[config.mk]
export PLATFORM = sky130hd
export DESIGN_NAME = upc_ctrl
export DESIGN_NICKNAME = d
export VERILOG_FILES = /design/src/rtl/upc_pkg.sv /design/src/rtl/upc_ctrl.sv
export SDC_FILE = /design/constraint.sdc
export NUM_CORES = 1
export LEC_CHECK = 0
export BUFFER_PORTS_ARGS = -buffer_cell sky130_fd_sc_hd__buf_2
export CAP_MARGIN = 20
export CORE_MARGIN = 1
export CORE_UTILIZATION = 25
export CTS_CLUSTER_DIAMETER = 80
export CTS_CLUSTER_SIZE = 16
export DETAILED_ROUTE_END_ITERATION = 10
export GPL_TIMING_DRIVEN = 0
export PLACE_DENSITY = 0.51
export REMOVE_ABC_BUFFERS = 1
export SKIP_LAST_GASP = 1
export SLEW_MARGIN = 30
export SYNTH_ARGS = -nofsm -noshare
export SYNTH_HDL_FRONTEND = slang
export SYNTH_SLANG_ARGS = --single-unit
[constraint.sdc]
create_clock -name i_clk -period 3.4 [get_ports i_clk]
set_input_delay 0.68 -clock i_clk [delete_from_list [all_inputs] [get_ports i_clk]]
set_output_delay 0.68 -clock i_clk [all_outputs]
set_load 0.02 [all_outputs]
[src/rtl/upc_pkg.sv]
// ----------------------------------------------------------------------------
// upc_pkg: shared types and constants of the unique pattern counter
// Field widths, parameter defaults and the command and status bundles that
// join the controller and the datapath.
// ----------------------------------------------------------------------------
package upc_pkg;

    // Parameter defaults
    localparam int MAX_PATTERNS_DEF      = 256;
    localparam int MAX_PATTERN_BYTES_DEF = 64;
    localparam int COUNT_BITS_DEF        = 24;

    // Port field widths
    localparam int BYTE_BITS  = 8;
    localparam int LEN_BITS   = 7;
    localparam int INDEX_BITS = 8;
    localparam int OCC_BITS   = 24;

    // pattern_len after reset
    localparam logic [LEN_BITS-1:0] LEN_RESET = 7'd27;

    // Commands from the controller to the datapath
    typedef struct packed {
        logic start;      // pattern complete: search from slot 0, byte 0
        logic rd;         // read buffer and store at current slot and byte
        logic next_byte;  // advance byte pointer
        logic next_slot;  // advance slot, restart at byte 0
        logic clr_byte;   // byte pointer back to 0
        logic cnt_rd;     // read count of current slot
        logic cnt_wr;     // write saturated count, stage hit result
        logic cp_wr;      // write one byte of the appended entry
        logic drop;       // stage table-full result
        logic out_load;   // move staged result to the output register
    } t_dp_cmd;

    // Status from the datapath to the controller
    typedef struct packed {
        logic pat_done;   // accepted byte closes a pattern
        logic slot_end;   // all stored entries searched
        logic tbl_full;   // no free slot left
        logic byte_eq;    // compared bytes are equal
        logic last_byte;  // byte pointer on last byte of the pattern
        logic last_pad;   // byte pointer on last byte of an entry
        logic out_free;   // output register can take a result
    } t_dp_sts;

endpackage

[src/rtl/upc_ctrl.sv]
// ----------------------------------------------------------------------------
// upc_ctrl: controller of the unique pattern counter
// Sequences the table search, the count update, the append copy and the
// hand-off of each result to the output register.
// ----------------------------------------------------------------------------
module upc_ctrl
    import upc_pkg::*;
(
    input  logic    i_clk,
    input  logic    i_rst_n,
    input  logic    i_in_acc,
    input  t_dp_sts i_sts,
    output t_dp_cmd o_cmd,
    output logic    o_idle
);

    typedef enum logic [7:0] {
        S_IDLE   = 8'b0000_0001,
        S_RD     = 8'b0000_0010,
        S_CMP    = 8'b0000_0100,
        S_CNT_RD = 8'b0000_1000,
        S_CNT_WR = 8'b0001_0000,
        S_CP_RD  = 8'b0010_0000,
        S_CP_WR  = 8'b0100_0000,
        S_OUT    = 8'b1000_0000
    } t_state;

    t_state r_state;
    t_state n_state;

    assign o_idle = r_state == S_IDLE;

    // Next state and commands
    always_comb begin
        n_state = r_state;
        o_cmd   = '0;
        unique case (r_state)
            S_IDLE: begin
                if (i_in_acc && i_sts.pat_done) begin
                    o_cmd.start = 1'b1;
                    n_state     = S_RD;
                end
            end
            S_RD: begin
                if (i_sts.slot_end) begin
                    if (i_sts.tbl_full) begin
                        o_cmd.drop = 1'b1;
                        n_state    = S_OUT;
                    end else begin
                        o_cmd.clr_byte = 1'b1;
                        n_state        = S_CP_RD;
                    end
                end else begin
                    o_cmd.rd = 1'b1;
                    n_state  = S_CMP;
                end
            end
            S_CMP: begin
                if (!i_sts.byte_eq) begin
                    o_cmd.next_slot = 1'b1;
                    n_state         = S_RD;
                end else if (i_sts.last_byte) begin
                    n_state = S_CNT_RD;
                end else begin
                    o_cmd.next_byte = 1'b1;
                    n_state         = S_RD;
                end
            end
            S_CNT_RD: begin
                o_cmd.cnt_rd = 1'b1;
                n_state      = S_CNT_WR;
            end
            S_CNT_WR: begin
                o_cmd.cnt_wr = 1'b1;
                n_state      = S_OUT;
            end
            S_CP_RD: begin
                o_cmd.rd = 1'b1;
                n_state  = S_CP_WR;
            end
            S_CP_WR: begin
                o_cmd.cp_wr = 1'b1;
                if (i_sts.last_pad) begin
                    n_state = S_OUT;
                end else begin
                    o_cmd.next_byte = 1'b1;
                    n_state         = S_CP_RD;
                end
            end
            S_OUT: begin
                if (i_sts.out_free) begin
                    o_cmd.out_load = 1'b1;
                    n_state        = S_IDLE;
                end
            end
            default: begin
                n_state = S_IDLE;
            end
        endcase
    end

    // State register
    always_ff @(posedge i_clk) begin
        if (!i_rst_n) begin
            r_state <= S_IDLE;
        end else begin
            r_state <= n_state;
        end
    end

    // Checks
    a_accept_idle : assert property (@(posedge i_clk) disable iff (!i_rst_n)
        i_in_acc |-> r_state == S_IDLE)
        else $error("byte taken outside idle");

    a_search_start : assert property (@(posedge i_clk) disable iff (!i_rst_n)
        (i_in_acc && i_sts.pat_done) |=> r_state == S_RD)
        else $error("completed pattern did not start a search");

    a_load_idle : assert property (@(posedge i_clk) disable iff (!i_rst_n)
        o_cmd.out_load |=> r_state == S_IDLE)
        else $error("result hand-off did not return to idle");

endmodule

# Word level (Yosys, flattened, before mapping)
# Index checks and enable logic that the tools add are counted.
# classes
eq_ne	10
mux	29
reduce_logical	2
# op_table
cell	n
one-hot mux 8 bit (8 select lines)	1
two-way mux 8 bit	6
two-way mux 1 bit	19
equality test 8 x 1 -> 1 bit (second input constant)	1
equality test 8 x 2 -> 1 bit (second input constant)	1
equality test 8 x 3 -> 1 bit (second input constant)	1
equality test 8 x 4 -> 1 bit (second input constant)	1
equality test 8 x 5 -> 1 bit (second input constant)	1
equality test 8 x 6 -> 1 bit (second input constant)	1
equality test 8 x 7 -> 1 bit (second input constant)	1
equality test 8 bit (second input constant)	1
two-way mux 4 bit	1
one-hot mux 1 bit (2 select lines)	2
!= test 2 x 1 -> 1 bit (second input constant)	1
!= test 2 bit (second input constant)	1
AND reduction 2 bit	1
logical AND 1 bit	1
# word_totals
register_bits	8
out_inout_bits	11
word_cells	42

# Logic depth before layout (Yosys ltp)
# logic_depth
ltp_word	3
ltp_mapped	6
depth_no_buf	5

# Least setup slack after synthesis
# OpenSTA, ideal clock, no wires.
# synth_path
kind	flip-flop to output port
from	reg r_state[0]
to	out o_cmd[0] (netlist bit)
arrival_ps	1563
setup_slack_ps	1157
stages_incl_launch_ff	4
path_buffers	0
cell_sequence	dfxtp_1 -> nor4_4 -> nand2_2 -> nor4b_1
# synth_rtl
element	line_no	text
start, declared	upc_ctrl.sv:28	t_state r_state;
start signal, assigned	upc_ctrl.sv:107	r_state <= n_state;
end, declared	upc_ctrl.sv:13	output t_dp_cmd o_cmd,

==> metrics <==
status finished clean; count leader, synth nor2_1; clock power share 25.9%; n_diodes 0; Core ar. 2002 um^2; post-CTS sizing 0; Slew Limit Fails 0; sw power 0.09259 mW; maxcap violations 0; drt wl/cell 11.05 um; Slew Limit Headroom 72.04%; total wire length 1.293 mm; fin crit share 76.96%; final hold violations 0; Final TNS setup 0 ns; Fmax 382.1 MHz; Yosys top cell by area dfxtp_1; IO Port Bufs 20; Largest regs r_state (8); R2R Path Start r_state[2]$_SDFFE_PN0P_; fin crit period 2.617 ns; vias per cell 5.017; Die Ht 48.50 um; Post-synth EDFFs 0; Via Count 587; Clock Pin Slew Worst Setup and Hold Paths 0.05 ns; final total power 0.2760 mW; Layout Area Growth over Synthesis 28.24%; max incr delay on CP 0.41 ns; crit-path max FO 7; dpl hpwl 1.043 mm; CP bufs+invs 1; Crit. path cell count 5; H-tree Lvls 1; Worst-Margin Slew 0.4163 ns; clock sink count 8; R2R setup slack 1.61 ns; DR pass1 iterations 3; Die Width 48.50 um; crit-path cells nor2_1, nand3b_1, nor3_1, and3_1, buf_2; Mapped Cells 68; Hold/Removal Path Class reg -> reg; switching part of the total 33.55%; Worst Clk Skew 0.001686 ns; ys async rst share 0%; total global routing overflow 0; WP data arrival 1.94 ns; cell family with most CP delay simple AND/OR/NAND/NOR gates; synth warn 0; sequential area share after synthesis 29.63%; CTS tree built; LEAKAGE 0.3309 nW; RSZ-0062 raised after global routing no; Logic pwr share 32.7%; row count 16; dominant synthesized flop cell dfxtp_1; root buffer cell clkbuf_4; share of post-route cells with drive strength above 1 31.11%; Mapped Area 540.5 um^2; # Post-CTS Setup Buffers 0; Seq pwr share 41.4%; number of DRC violations after detailed-routing iteration 0 6; post-synth top area share 29.63%; Worst setup EP type primary output; GRT Total Usage 12.40%; synthesized area per cell 7.949 um^2; worst r2r dst r_state[1]$_SDFFE_PN0P_; Internal 0.1834 mW; worst hold endpoint r_state[1]$_SDFFE_PN0P_; IO Count 21; global-route wire length before repair 2.235 mm; worst skew pair latency 0.25 ns; Starting Density 27.00%; Netlist cell types 34; startpoint types flop; Synth Register Bits 8; vias in the first global route 538; clock tree buffer depth 2; max reg flops 8; DRC Markers 0; CP max-delay cell nor3_1; Final nets 102; # setup viols final 0; CTS Hold Bufs 0; PD cells 398.1 nW/um^2; largest reg by FF count r_state; synth top area cells dfxtp_1, nor2_1, nand2_1; R2R cell count 5; Peak VDD IR 0.1516 mV; DIE AREA 2352 um^2; Worst EP required 2.72 ns; synth cell count leaders nor2_1, dfxtp_1, nand2_1, nor3_1, inv_1; hold path start r_state[1]$_SDFFE_PN0P_; CP Class reg -> out; initial antenna violation count 0; Placer Congestion 0.6926; CTS Buf Count 3; post-route ant nets 0; hold path cells 1; largest net degree at the start of global routing 12
cells by family (layout without fill, tap and decap cells):
kind of cell,after synthesis,count (layout),share of synthesized area [%]
xor gates and xnor gates,1,1,1.621
and+or+nand+nor,45,45,51.85
AOI/OAI and AO/OA,8,8,11.11
buffers and inverters,5,27,3.702
DFF,8,8,29.63
muxes,1,1,2.083
power groups by stage:
stage | Clock [mW] | Combinational (mW) | Sequential (mW)
floorplan | 0 | 0.0668 | 0.114
global placement | 0 | 0.0904 | 0.117
detailed placement | 0 | 0.0905 | 0.117
CTS | 0.0741 | 0.0908 | 0.115
global route | 0.0800 | 0.101 | 0.116
finish | 0.0714 | 0.0903 | 0.114
worst max path at each step:
stage | startpoint | end | slack, ns
3_3_place_gp | r_state[5]$_SDFFE_PN0P_ | o_cmd[1] | 1.07
3_5_place_dp | r_state[5]$_SDFFE_PN0P_ | o_cmd[1] | 1.06
5_1_grt | r_state[6]$_SDFFE_PN0P_ | o_cmd[8] | 0.56
6_report | r_state[5]$_SDFFE_PN0P_ | o_cmd[1] | 0.78
2_1_floorplan | r_state[2]$_SDFFE_PN0P_ | o_cmd[0] | 1.16
4_1_cts | r_state[5]$_SDFFE_PN0P_ | o_cmd[1] | 0.79
stage by stage:
stage               cell area [um^2]  utilization [%]  std cells  worst slack [ns]  hold WS, ns
floorplan                      536.8                -         67             1.157       0.5183
global placement               670.6            33.50        114             1.066       0.5725
detailed placement             670.6            33.50        114             1.057       0.5733
CTS                            693.2            34.63        117            0.7877       0.5819
global route                   693.2            34.63        117            0.5614       0.6002
finish                         693.2            34.63        117            0.7832       0.5749
metal layers:
metal	share of wire [%]	vias to the layer above	track usage [%]
met5	0	-	0
met4	0.77	0	7.353
met3	4.3	2	2.830
met2	45	17	17.84
met1	50	273	16.80
li1	-	295	-
cell usage in the layout (no fill, tap or decap), types with 2 or more instances in the layout:
cell	netlist	layout
nand4b_1	2	2
clkbuf_4	0	3
inv_1	3	3
nand3_1	2	2
buf_2	0	20
and3_1	2	2
nor2_1	10	10
and2_1	2	2
nand2b_1	2	2
nand2_1	7	7
dfxtp_1	8	8
nor4_1	2	2
nor3_1	5	5
layout make-up:
class | count | area, um^2
well taps | 27 | 33.78
fillers | 233 | 1309
multi-input cells | 55 | 360.3
flip-flops and latches | 8 | 160.2
repair buffers | 20 | 100.1
clock buffers | 3 | 22.52
inverters | 4 | 16.27
(Power assumes the default switching activity.)
